--- src/rtl/core/gcwp_pkg.sv ---
// gcwp_pkg: shared types, command codes and constants of the GPU command word parser
// no dependencies; used by gcwp_result_fifo and gpu_command_word_parser_core

package gcwp_pkg;

    // vram geometry defaults and fixed address width
    localparam int VRAM_WIDTH_DEF  = 1024;
    localparam int VRAM_HEIGHT_DEF = 512;
    localparam int ADDR_W          = 19;

    // result queue depth, a power of two
    localparam int FIFO_DEPTH = 4;

    // result kinds
    typedef enum logic [1:0] {
        KIND_CONSUMED = 2'd0,
        KIND_PRIM     = 2'd1,
        KIND_PIXEL    = 2'd2,
        KIND_UNKNOWN  = 2'd3
    } kind_t;

    // primitive type codes
    localparam logic [2:0] PRIM_MONO_QUAD   = 3'd0;
    localparam logic [2:0] PRIM_TEX_QUAD    = 3'd1;
    localparam logic [2:0] PRIM_SHADED_TRI  = 3'd2;
    localparam logic [2:0] PRIM_SHADED_QUAD = 3'd3;
    localparam logic [2:0] PRIM_RECT16      = 3'd4;

    // command bytes
    localparam logic [7:0] CMD_NOP            = 8'h00;
    localparam logic [7:0] CMD_NOP_ALT        = 8'h01;
    localparam logic [7:0] CMD_MONO_QUAD      = 8'h28;
    localparam logic [7:0] CMD_TEX_QUAD       = 8'h2C;
    localparam logic [7:0] CMD_SHADED_TRI     = 8'h30;
    localparam logic [7:0] CMD_SHADED_QUAD    = 8'h38;
    localparam logic [7:0] CMD_RECT16         = 8'h78;
    localparam logic [7:0] CMD_FILL_PIXEL     = 8'h68;
    localparam logic [7:0] CMD_COPY_TO_VRAM   = 8'hA0;
    localparam logic [7:0] CMD_COPY_FROM_VRAM = 8'hC0;
    localparam logic [7:0] CMD_TEX_PAGE       = 8'hE1;
    localparam logic [7:0] CMD_TEX_WINDOW     = 8'hE2;
    localparam logic [7:0] CMD_AREA_TL        = 8'hE3;
    localparam logic [7:0] CMD_AREA_BR        = 8'hE4;
    localparam logic [7:0] CMD_DRAW_OFFSET    = 8'hE5;
    localparam logic [7:0] CMD_MASK_BITS      = 8'hE6;

    // one result as presented on the output channel
    typedef struct packed {
        kind_t              kind;
        logic [ADDR_W-1:0]  vram_address;
        logic [15:0]        vram_pixel;
        logic [2:0]         prim_type;
        logic [3:0]         word_index;
        logic [31:0]        prim_word;
        logic               last;
        logic               busy_res;
        logic [9:0]         area_left;
        logic [8:0]         area_top;
        logic [9:0]         area_right;
        logic [8:0]         area_bottom;
    } res_t;

    // result queue controls
    typedef struct packed {
        logic push_first;
        logic push_second;
        logic pop;
    } fifo_ctl_t;

    // index of the final word of each drawing packet
    function automatic logic [3:0] prim_final_index(input logic [2:0] ptype);
        logic [3:0] idx;
        begin
            case (ptype)
                PRIM_MONO_QUAD:   idx = 4'd4;
                PRIM_TEX_QUAD:    idx = 4'd8;
                PRIM_SHADED_TRI:  idx = 4'd5;
                PRIM_SHADED_QUAD: idx = 4'd7;
                PRIM_RECT16:      idx = 4'd1;
                default:          idx = 4'd1;
            endcase
            return idx;
        end
    endfunction

endpackage

--- src/rtl/core/gcwp_result_fifo.sv ---
// gcwp_result_fifo: small result queue, up to two pushes and one pop per cycle
// depends on gcwp_pkg (res_t, fifo_ctl_t, FIFO_DEPTH)

module gcwp_result_fifo (
    input  logic                 clk,
    input  logic                 rst_n,
    input  gcwp_pkg::fifo_ctl_t  ctl,
    input  gcwp_pkg::res_t       data_first,
    input  gcwp_pkg::res_t       data_second,
    output gcwp_pkg::res_t       head,
    output logic [$clog2(gcwp_pkg::FIFO_DEPTH+1)-1:0] count
);

    localparam int PTR_W = $clog2(gcwp_pkg::FIFO_DEPTH);
    localparam int CNT_W = $clog2(gcwp_pkg::FIFO_DEPTH+1);

    gcwp_pkg::res_t     mem_reg [gcwp_pkg::FIFO_DEPTH];
    logic [PTR_W-1:0]   wp_reg, wp_next;
    logic [PTR_W-1:0]   rp_reg, rp_next;
    logic [CNT_W-1:0]   count_reg, count_next;
    logic [PTR_W-1:0]   wp_inc;

    // pointer and fill count update
    always_comb
    begin
        wp_inc  = wp_reg + PTR_W'(1);
        wp_next = wp_reg;
        if (ctl.push_second)
        begin
            wp_next = wp_reg + PTR_W'(2);
        end
        else if (ctl.push_first)
        begin
            wp_next = wp_inc;
        end
        rp_next    = ctl.pop ? rp_reg + PTR_W'(1) : rp_reg;
        count_next = count_reg + CNT_W'(ctl.push_first) + CNT_W'(ctl.push_second)
                     - CNT_W'(ctl.pop);
    end

    always_ff @(posedge clk or negedge rst_n)
    begin
        if (!rst_n)
        begin
            wp_reg    <= '0;
            rp_reg    <= '0;
            count_reg <= '0;
        end
        else
        begin
            wp_reg    <= wp_next;
            rp_reg    <= rp_next;
            count_reg <= count_next;
        end
    end

    // entry storage
    always_ff @(posedge clk)
    begin
        if (ctl.push_first)
        begin
            mem_reg[wp_reg] <= data_first;
        end
        if (ctl.push_second)
        begin
            mem_reg[wp_inc] <= data_second;
        end
    end

    assign head  = mem_reg[rp_reg];
    assign count = count_reg;

endmodule

--- src/rtl/core/gpu_command_word_parser_core.sv ---
// gpu_command_word_parser_core: decodes GPU command words into primitive words and
// vram pixel writes; depends on gcwp_pkg and gcwp_result_fifo
// an accepted word is registered in the result stage, then pushed into the result queue
// throughput: 1 word per cycle unless in_stall; a word with two pixel results pops singly,
// so a long run of copy data words goes at the output rate of one result per cycle
// reset: rst_n clears the parser to idle, drawing area to zero and the result queue

module gpu_command_word_parser_core #(
    parameter int VRAM_WIDTH  = gcwp_pkg::VRAM_WIDTH_DEF,
    parameter int VRAM_HEIGHT = gcwp_pkg::VRAM_HEIGHT_DEF
) (
    input  logic        clk,
    input  logic        rst_n,
    input  logic        in_valid,
    output logic        in_stall,
    input  logic        action,
    input  logic [31:0] word,
    output logic        out_valid,
    input  logic        out_stall,
    output logic [1:0]  kind,
    output logic [18:0] vram_address,
    output logic [15:0] vram_pixel,
    output logic [2:0]  prim_type,
    output logic [3:0]  word_index,
    output logic [31:0] prim_word,
    output logic        last,
    output logic        busy_res,
    output logic [9:0]  area_left,
    output logic [8:0]  area_top,
    output logic [9:0]  area_right,
    output logic [8:0]  area_bottom
);

    localparam int XW      = $clog2(VRAM_WIDTH);
    localparam int YW      = $clog2(VRAM_HEIGHT);
    localparam int X_STEPS = 17 - $clog2(VRAM_WIDTH + 1);
    localparam int Y_STEPS = 17 - $clog2(VRAM_HEIGHT + 1);
    localparam int SUM_W   = (XW + YW > gcwp_pkg::ADDR_W) ? XW + YW : gcwp_pkg::ADDR_W;
    localparam int CNT_W   = $clog2(gcwp_pkg::FIFO_DEPTH + 1);

    // packet positions
    localparam logic [3:0] POS_FIRST       = 4'd1;
    localparam logic [3:0] POS_COPY_SIZE   = 4'd2;
    localparam logic [3:0] POS_COPY_DATA   = 4'd3;
    localparam logic [3:0] POS_READBACK_END = 4'd2;

    typedef enum logic [4:0] {
        MODE_IDLE     = 5'b00001,
        MODE_PRIM     = 5'b00010,
        MODE_COPY     = 5'b00100,
        MODE_PIXEL    = 5'b01000,
        MODE_READBACK = 5'b10000
    } mode_t;

    // one result before address generation
    typedef struct packed {
        gcwp_pkg::kind_t kind;
        logic [XW-1:0]   x;
        logic [YW-1:0]   y;
        logic [15:0]     pixel;
        logic [2:0]      ptype;
        logic [3:0]      idx;
        logic [31:0]     pword;
        logic            last;
    } slot_t;

    // copy walk position
    typedef struct packed {
        logic [15:0]   col;
        logic [XW-1:0] x;
        logic [YW-1:0] y;
    } walk_t;

    // control state
    mode_t          mode_reg, mode_next;
    logic [2:0]     ptype_reg, ptype_next;
    logic [3:0]     pos_reg, pos_next;
    logic [30:0]    words_left_reg, words_left_next;
    logic [18:0]    corner_tl_reg, corner_tl_next;
    logic [18:0]    corner_br_reg, corner_br_next;
    logic           s_valid_reg, s_valid_next;

    // copy and pixel payload state
    logic           odd_reg, odd_next;
    logic [15:0]    width_reg, width_next;
    logic [XW-1:0]  ox_reg, ox_next;
    logic [YW-1:0]  oy_reg, oy_next;
    walk_t          walk_reg, walk_next;
    logic [15:0]    pixel_reg, pixel_next;

    // stage holding one item's results
    slot_t          s_first_reg, s_first_next;
    slot_t          s_second_reg, s_second_next;
    logic           s_two_reg, s_two_next;
    logic           s_busy_reg, s_busy_next;
    logic [18:0]    s_tl_reg, s_tl_next;
    logic [18:0]    s_br_reg, s_br_next;

    logic           accept;
    logic           fifo_room;
    logic           drain;
    logic [CNT_W-1:0] fifo_count;
    gcwp_pkg::fifo_ctl_t fifo_ctl;
    gcwp_pkg::res_t res_first, res_second, head;

    // decode scratch
    mode_t          mode_cur;
    logic [3:0]     pos_cur;
    logic [7:0]     cmd;
    logic [31:0]    size_prod;
    logic [32:0]    size_sum;
    logic           final_word;
    walk_t          walk_mid;

    // value modulo the vram width by shifted compare and subtract
    function automatic logic [XW-1:0] wrap_x(input logic [15:0] v);
        logic [16:0] r;
        begin
            r = {1'b0, v};
            for (int k = X_STEPS - 1; k >= 0; k--)
            begin
                if (r >= (17'(VRAM_WIDTH) << k))
                begin
                    r = r - (17'(VRAM_WIDTH) << k);
                end
            end
            return r[XW-1:0];
        end
    endfunction

    // value modulo the vram height
    function automatic logic [YW-1:0] wrap_y(input logic [15:0] v);
        logic [16:0] r;
        begin
            r = {1'b0, v};
            for (int k = Y_STEPS - 1; k >= 0; k--)
            begin
                if (r >= (17'(VRAM_HEIGHT) << k))
                begin
                    r = r - (17'(VRAM_HEIGHT) << k);
                end
            end
            return r[YW-1:0];
        end
    endfunction

    // step the copy walk by one pixel
    function automatic walk_t walk_step(input walk_t p, input logic [15:0] w,
                                        input logic [XW-1:0] ox);
        walk_t      n;
        logic [16:0] c1;
        begin
            c1 = {1'b0, p.col} + 17'd1;
            if (c1 >= {1'b0, w})
            begin
                n.col = '0;
                n.x   = ox;
                n.y   = (p.y == YW'(VRAM_HEIGHT - 1)) ? '0 : p.y + YW'(1);
            end
            else
            begin
                n.col = c1[15:0];
                n.x   = (p.x == XW'(VRAM_WIDTH - 1)) ? '0 : p.x + XW'(1);
                n.y   = p.y;
            end
            return n;
        end
    endfunction

    // result with its vram address
    function automatic gcwp_pkg::res_t make_res(input slot_t s, input logic busy,
                                                input logic [18:0] tl,
                                                input logic [18:0] br);
        gcwp_pkg::res_t r;
        logic [SUM_W-1:0] full;
        begin
            full = SUM_W'(s.y) * SUM_W'(VRAM_WIDTH) + SUM_W'(s.x);
            r.kind         = s.kind;
            r.vram_address = full[gcwp_pkg::ADDR_W-1:0];
            r.vram_pixel   = s.pixel;
            r.prim_type    = s.ptype;
            r.word_index   = s.idx;
            r.prim_word    = s.pword;
            r.last         = s.last;
            r.busy_res     = busy;
            r.area_left    = tl[9:0];
            r.area_top     = tl[18:10];
            r.area_right   = br[9:0];
            r.area_bottom  = br[18:10];
            return r;
        end
    endfunction

    // handshake: the stage drains when the queue has room for two results
    assign fifo_room = fifo_count <= CNT_W'(gcwp_pkg::FIFO_DEPTH - 2);
    assign drain     = s_valid_reg && fifo_room;
    assign in_stall  = s_valid_reg && !fifo_room;
    assign accept    = in_valid && !in_stall;

    // word decode and state update
    always_comb
    begin
        mode_cur   = action ? MODE_IDLE : mode_reg;
        pos_cur    = action ? '0 : pos_reg;
        cmd        = word[31:24];
        size_prod  = {16'b0, word[15:0]} * {16'b0, word[31:16]};
        size_sum   = {1'b0, size_prod} + 33'd1;
        final_word = words_left_reg <= 31'd1;
        walk_mid   = walk_step(walk_reg, width_reg, ox_reg);

        mode_next       = mode_cur;
        ptype_next      = ptype_reg;
        pos_next        = pos_cur;
        words_left_next = action ? '0 : words_left_reg;
        corner_tl_next  = corner_tl_reg;
        corner_br_next  = corner_br_reg;
        odd_next        = odd_reg;
        width_next      = width_reg;
        ox_next         = ox_reg;
        oy_next         = oy_reg;
        walk_next       = walk_reg;
        pixel_next      = pixel_reg;

        s_first_next      = '0;
        s_first_next.kind = gcwp_pkg::KIND_CONSUMED;
        s_first_next.last = 1'b1;
        s_second_next     = '0;
        s_two_next        = 1'b0;

        case (mode_cur)
            MODE_IDLE:
            begin
                case (cmd)
                    gcwp_pkg::CMD_NOP, gcwp_pkg::CMD_NOP_ALT:
                    begin
                        mode_next = MODE_IDLE;
                    end
                    gcwp_pkg::CMD_MONO_QUAD, gcwp_pkg::CMD_TEX_QUAD,
                    gcwp_pkg::CMD_SHADED_TRI, gcwp_pkg::CMD_SHADED_QUAD,
                    gcwp_pkg::CMD_RECT16:
                    begin
                        case (cmd)
                            gcwp_pkg::CMD_MONO_QUAD:   ptype_next = gcwp_pkg::PRIM_MONO_QUAD;
                            gcwp_pkg::CMD_TEX_QUAD:    ptype_next = gcwp_pkg::PRIM_TEX_QUAD;
                            gcwp_pkg::CMD_SHADED_TRI:  ptype_next = gcwp_pkg::PRIM_SHADED_TRI;
                            gcwp_pkg::CMD_SHADED_QUAD: ptype_next = gcwp_pkg::PRIM_SHADED_QUAD;
                            default:                   ptype_next = gcwp_pkg::PRIM_RECT16;
                        endcase
                        mode_next          = MODE_PRIM;
                        pos_next           = POS_FIRST;
                        s_first_next.kind  = gcwp_pkg::KIND_PRIM;
                        s_first_next.ptype = ptype_next;
                        s_first_next.pword = word;
                        s_first_next.last  = 1'b0;
                    end
                    gcwp_pkg::CMD_COPY_TO_VRAM:
                    begin
                        mode_next = MODE_COPY;
                        pos_next  = POS_FIRST;
                    end
                    gcwp_pkg::CMD_COPY_FROM_VRAM:
                    begin
                        mode_next = MODE_READBACK;
                        pos_next  = POS_FIRST;
                    end
                    gcwp_pkg::CMD_FILL_PIXEL:
                    begin
                        pixel_next = {1'b0, word[23:19], word[15:11], word[7:3]};
                        mode_next  = MODE_PIXEL;
                        pos_next   = POS_FIRST;
                    end
                    // texture page, window, offset and mask have no consumer here
                    gcwp_pkg::CMD_TEX_PAGE, gcwp_pkg::CMD_TEX_WINDOW,
                    gcwp_pkg::CMD_DRAW_OFFSET, gcwp_pkg::CMD_MASK_BITS:
                    begin
                        mode_next = MODE_IDLE;
                    end
                    gcwp_pkg::CMD_AREA_TL:
                    begin
                        corner_tl_next = word[18:0];
                    end
                    gcwp_pkg::CMD_AREA_BR:
                    begin
                        corner_br_next = word[18:0];
                    end
                    default:
                    begin
                        s_first_next.kind = gcwp_pkg::KIND_UNKNOWN;
                    end
                endcase
            end

            MODE_PRIM:
            begin
                s_first_next.kind  = gcwp_pkg::KIND_PRIM;
                s_first_next.ptype = ptype_reg;
                s_first_next.idx   = pos_cur;
                s_first_next.pword = word;
                if (pos_cur >= gcwp_pkg::prim_final_index(ptype_reg))
                begin
                    s_first_next.last = 1'b1;
                    mode_next         = MODE_IDLE;
                    pos_next          = '0;
                    words_left_next   = '0;
                end
                else
                begin
                    s_first_next.last = 1'b0;
                    pos_next          = pos_cur + 4'd1;
                end
            end

            MODE_COPY:
            begin
                if (pos_cur == POS_FIRST)
                begin
                    ox_next  = wrap_x(word[15:0]);
                    oy_next  = wrap_y(word[31:16]);
                    pos_next = POS_COPY_SIZE;
                end
                else if (pos_cur == POS_COPY_SIZE)
                begin
                    width_next      = word[15:0];
                    odd_next        = word[0] & word[16];
                    walk_next.col   = '0;
                    walk_next.x     = ox_reg;
                    walk_next.y     = oy_reg;
                    words_left_next = size_sum[31:1];
                    if (size_prod == 32'd0)
                    begin
                        mode_next = MODE_IDLE;
                        pos_next  = '0;
                    end
                    else
                    begin
                        pos_next = POS_COPY_DATA;
                    end
                end
                else
                begin
                    // data word: low half first, high half unless the odd tail pixel
                    s_first_next.kind  = gcwp_pkg::KIND_PIXEL;
                    s_first_next.x     = walk_reg.x;
                    s_first_next.y     = walk_reg.y;
                    s_first_next.pixel = word[15:0];
                    if (final_word && odd_reg)
                    begin
                        s_first_next.last = 1'b1;
                        walk_next         = walk_mid;
                    end
                    else
                    begin
                        s_first_next.last   = 1'b0;
                        s_second_next.kind  = gcwp_pkg::KIND_PIXEL;
                        s_second_next.x     = walk_mid.x;
                        s_second_next.y     = walk_mid.y;
                        s_second_next.pixel = word[31:16];
                        s_second_next.last  = 1'b1;
                        s_two_next          = 1'b1;
                        walk_next           = walk_step(walk_mid, width_reg, ox_reg);
                    end
                    if (final_word)
                    begin
                        mode_next       = MODE_IDLE;
                        pos_next        = '0;
                        words_left_next = '0;
                    end
                    else
                    begin
                        words_left_next = words_left_reg - 31'd1;
                    end
                end
            end

            MODE_PIXEL:
            begin
                s_first_next.kind  = gcwp_pkg::KIND_PIXEL;
                s_first_next.x     = wrap_x(word[15:0]);
                s_first_next.y     = wrap_y(word[31:16]);
                s_first_next.pixel = pixel_reg;
                mode_next          = MODE_IDLE;
                pos_next           = '0;
                words_left_next    = '0;
            end

            MODE_READBACK:
            begin
                if (pos_cur >= POS_READBACK_END)
                begin
                    mode_next       = MODE_IDLE;
                    pos_next        = '0;
                    words_left_next = '0;
                end
                else
                begin
                    pos_next = pos_cur + 4'd1;
                end
            end

            default:
            begin
                mode_next = MODE_IDLE;
                pos_next  = '0;
            end
        endcase

        s_busy_next = mode_next != MODE_IDLE;
        s_tl_next   = corner_tl_next;
        s_br_next   = corner_br_next;

        // stage valid: a new item replaces a draining one
        if (accept)
        begin
            s_valid_next = 1'b1;
        end
        else if (drain)
        begin
            s_valid_next = 1'b0;
        end
        else
        begin
            s_valid_next = s_valid_reg;
        end
    end

    // control registers
    always_ff @(posedge clk or negedge rst_n)
    begin
        if (!rst_n)
        begin
            mode_reg       <= MODE_IDLE;
            ptype_reg      <= '0;
            pos_reg        <= '0;
            words_left_reg <= '0;
            corner_tl_reg  <= '0;
            corner_br_reg  <= '0;
            s_valid_reg    <= 1'b0;
        end
        else
        begin
            s_valid_reg <= s_valid_next;
            if (accept)
            begin
                mode_reg       <= mode_next;
                ptype_reg      <= ptype_next;
                pos_reg        <= pos_next;
                words_left_reg <= words_left_next;
                corner_tl_reg  <= corner_tl_next;
                corner_br_reg  <= corner_br_next;
            end
        end
    end

    // payload registers
    always_ff @(posedge clk)
    begin
        if (accept)
        begin
            odd_reg      <= odd_next;
            width_reg    <= width_next;
            ox_reg       <= ox_next;
            oy_reg       <= oy_next;
            walk_reg     <= walk_next;
            pixel_reg    <= pixel_next;
            s_first_reg  <= s_first_next;
            s_second_reg <= s_second_next;
            s_two_reg    <= s_two_next;
            s_busy_reg   <= s_busy_next;
            s_tl_reg     <= s_tl_next;
            s_br_reg     <= s_br_next;
        end
    end

    // address generation into the result queue
    assign res_first  = make_res(s_first_reg, s_busy_reg, s_tl_reg, s_br_reg);
    assign res_second = make_res(s_second_reg, s_busy_reg, s_tl_reg, s_br_reg);

    assign fifo_ctl.push_first  = drain;
    assign fifo_ctl.push_second = drain && s_two_reg;
    assign fifo_ctl.pop         = out_valid && !out_stall;

    gcwp_result_fifo u_result_fifo (
        .clk         (clk),
        .rst_n       (rst_n),
        .ctl         (fifo_ctl),
        .data_first  (res_first),
        .data_second (res_second),
        .head        (head),
        .count       (fifo_count)
    );

    // output transfer
    assign out_valid    = fifo_count != '0;
    assign kind         = head.kind;
    assign vram_address = head.vram_address;
    assign vram_pixel   = head.vram_pixel;
    assign prim_type    = head.prim_type;
    assign word_index   = head.word_index;
    assign prim_word    = head.prim_word;
    assign last         = head.last;
    assign busy_res     = head.busy_res;
    assign area_left    = head.area_left;
    assign area_top     = head.area_top;
    assign area_right   = head.area_right;
    assign area_bottom  = head.area_bottom;

endmodule
--- config.mk ---
export PLATFORM = sky130hd
export DESIGN_NAME = gpu_command_word_parser_core
export DESIGN_NICKNAME = d
export VERILOG_FILES = /design/src/rtl/core/gcwp_pkg.sv /design/src/rtl/core/gcwp_result_fifo.sv /design/src/rtl/core/gpu_command_word_parser_core.sv
export SDC_FILE = /design/constraint.sdc
export NUM_CORES = 2
export LEC_CHECK = 0
export BUFFER_PORTS_ARGS = -buffer_cell sky130_fd_sc_hd__buf_2
export CORE_MARGIN = 3
export CORE_UTILIZATION = 68
export CTS_BUF_LIST = sky130_fd_sc_hd__clkbuf_16
export DETAILED_ROUTE_END_ITERATION = 10
export PLACE_DENSITY = 0.87
export SKIP_LAST_GASP = 1
export SYNTH_ARGS = -nofsm -noshare
export SYNTH_HDL_FRONTEND = slang
export SYNTH_HIERARCHICAL = 1
export SYNTH_SLANG_ARGS = --single-unit
--- constraint.sdc ---
create_clock -name clk -period 13.9 [get_ports clk]
set_input_delay 0.695 -clock clk [delete_from_list [all_inputs] [get_ports clk]]
set_output_delay 0.695 -clock clk [all_outputs]
set_load 0.02 [all_outputs]
==> results_dict.tcl <==
set metrics [dict create \
    status "complete, no violations" \
    yosys.area.top_type "edfxtp_1" \
    synthTopCellsByCount "edfxtp_1, nand2_1, mux2_2" \
    ys_async_sr_fraction_pct 11.3 \
    first_pass_iters 8 \
    fmax_mhz 116 \
    cts_resized 0 \
    numPortBuffers 154 \
    cp.arrival_ns 9.18 \
    hold_violations 0 \
    synth_area_um2 48600 \
    grt_busiest_layer "met2" \
    post_cts_buffers 0 \
    yosysMostFrequentCell "edfxtp_1" \
    synthFlopType "edfxtp_1" \
    cp_max_fo 38 \
    synthMuxAreaShare_pct 17.4 \
    antenna_found_initial 5 \
    ios 155 \
    drc 0 \
    avgSynthCellArea_um2 12.6 \
    largest_reg_flops 464 \
    layout-drive-gt1-share_pct 21.1 \
    synthTopCellsByArea "edfxtp_1, mux2_2, fa_1" \
    grt_pass1_vias 34342 \
    route.detailed.wl_per_inst_um 25.3 \
    design.core.area_um2 70400 \
    routabilityCongestion 0.933 \
    tns_ns 0 \
    drv_cap 0 \
    reg2reg_slack_ns 5.24 \
    htree_levels 3 \
    synth_cell_types 96 \
    postLayoutCellArea_um2 53200 \
    worstSkewPairLatency_ns 0.66 \
    skew_ns 0.0274 \
    synth_edf_count 702 \
    ys_seq_elements 791 \
    synthXorXnorAreaFrac_pct 1.87 \
    startpoint_type "register" \
    slew_violations 0 \
    setup_viol 0 \
    pre_cts_slack_ns 5.49 \
    slowest_delay_ns 0.63 \
    min_period_ns 8.66 \
    grt_pass1_wl_um 198000 \
    initial_core_util_pct 69.1 \
    cpMostUsedCell "ha_1" \
    drt_iter0_drc 4057 \
    place_area_um2 50500 \
    synth_warnings 6 \
    clock-sinks 791 \
    worstPathRequired_ns 14.43 \
    cp_slowest_cell "nor2_2" \
    tightest_slew_ns 1.09 \
    die_x_um 273 \
    synth_top_family_by_area "multiplexers" \
    dieHeight_um 273 \
    met3_usage_pct 6.71 \
    routed_wl_um 128000 \
    met1_usage_pct 45.9 \
    finalWorstSetupSlack_ns 5.24 \
    yosys.area_share.simple_pct 10.7 \
    drtAntennaViolNets 0 \
    ys_seq_area_share_pct 47.9 \
    gr-total-overflow 0 \
    synthAdderAreaFrac_pct 12.2 \
    grt_use_total_pct 34.7 \
    min_period_over_period_pct 62.3 \
    end_kind "register" \
    synth_compound_area_share_pct 5.87 \
    root_buffer "clkbuf_16" \
    rows 97 \
    worstSetupPathType "register to register" \
    netlist.area_leader.share_pct 43.3 \
    grt_max_degree 97 \
    nets 4451 \
    vias_per_cell 6.60 \
    cts_hold_buf 0 \
    slew_headroom_pct 26.7 \
    clk_pin_slew_ns 0.07 \
    grt_use_met2_pct 56.4 \
    synth_cells 3854 \
    die_area_um2 74800 \
    hpwl_um 77800 \
    numCtsBuffers 83 \
    vias 33415 \
    syn2layout_area_growth_pct 9.41 \
    rsz0062_at_grt "no" \
    worst_hold_path_type "input pin to asynchronous set/reset pin" \
    clock_path_buffers 3 \
    cts_tree "yes" \
]
-- kinds of logic (layout without fill, tap and decap cells) --
group	after synthesis	after routing
DFF	791	791
other	1	163
AOI/OAI and AO/OA	432	432
muxes	635	635
and+or+nand+nor	1060	1060
xor gates and xnor gates	103	103
adders and majority gates	356	356
buffers and inverters	476	586
-- per-layer routing --
metal  vias up  share of wire, %
met5         -             0.025
met4         4               4.6
met3       424                11
met2      2295                48
met1     16409                37
li1      14283                 -
-- per-stage QoR --
step / util (%) / std cells / hold slack (ns)
2_1_floorplan: - / 4013 / 0.399
3_3_place_gp: 71.8 / 4913 / 0.451
3_5_place_dp: 71.8 / 4913 / 0.460
4_1_cts: 75.6 / 5063 / 0.0435
5_1_grt: 75.6 / 5065 / 0.0794
6_report: 75.6 / 5066 / 0.0525
-- placed cells by master, fill, tap and decap left out, types with 45 or more instances in the layout --
| master | Yosys | routed |
|---|---|---|
| edfxtp_1 | 702 | 702 |
| nand2_1 | 417 | 412 |
| mux2_2 | 389 | 389 |
| inv_1 | 245 | 255 |
| fa_1 | 196 | 196 |
| nor2_1 | 173 | 171 |
| ha_1 | 160 | 160 |
| conb_1 | 1 | 160 |
| buf_2 | 61 | 153 |
| and2_1 | 117 | 117 |
| mux4_2 | 116 | 116 |
| mux2_1 | 116 | 116 |
| o21ai_0 | 116 | 115 |
| a21oi_1 | 99 | 99 |
| dfrtp_1 | 88 | 86 |
| clkbuf_16 | 0 | 83 |
| xnor2_1 | 67 | 67 |
| nand3_1 | 64 | 64 |
| nor3_1 | 48 | 47 |
| nor2b_1 | 45 | 45 |
-- worst paths after layout --
path,endpoint,cells after the start,start
setup / recovery,walk_reg[14],29,walk_reg[19]
hold / removal,words_left_reg[24],1,rst_n
setup reg to reg,walk_reg[14],29,walk_reg[19]
max in group asynchronous,u_result_fifo/rp_reg[0],2,rst_n
min in group clk,s_valid_reg,2,in_valid
hold reg to reg,corner_tl_reg[12],2,corner_tl_reg[12]
-- worst max-delay path: cells and delay by family (launching register included) --
family          cells  cell delay [ns]
compound gates     10             2.28
xor+xnor            2             0.58
fa+ha+maj           4             1.26
buf+inv             2             0.49
flops               1             0.49
simple gates       11             3.42
-- layout make-up --
| class | instances | area [um^2] |
|---|---|---|
| Timing Repair Buffer | 189 | 1050 |
| Tap cell | 940 | 1180 |
| Multi-Input combinational cell | 2746 | 24000 |
| Inverter | 247 | 935 |
| Clock inverter | 67 | 622 |
| Fill cell | 4113 | 17200 |
| Antenna cell | 3 | 7.51 |
| Clock buffer | 83 | 2080 |
| Sequential cell | 791 | 23300 |
Power is not shown: default switching activity piles up to over one toggle a cycle in this logic, so the estimate is an artifact.
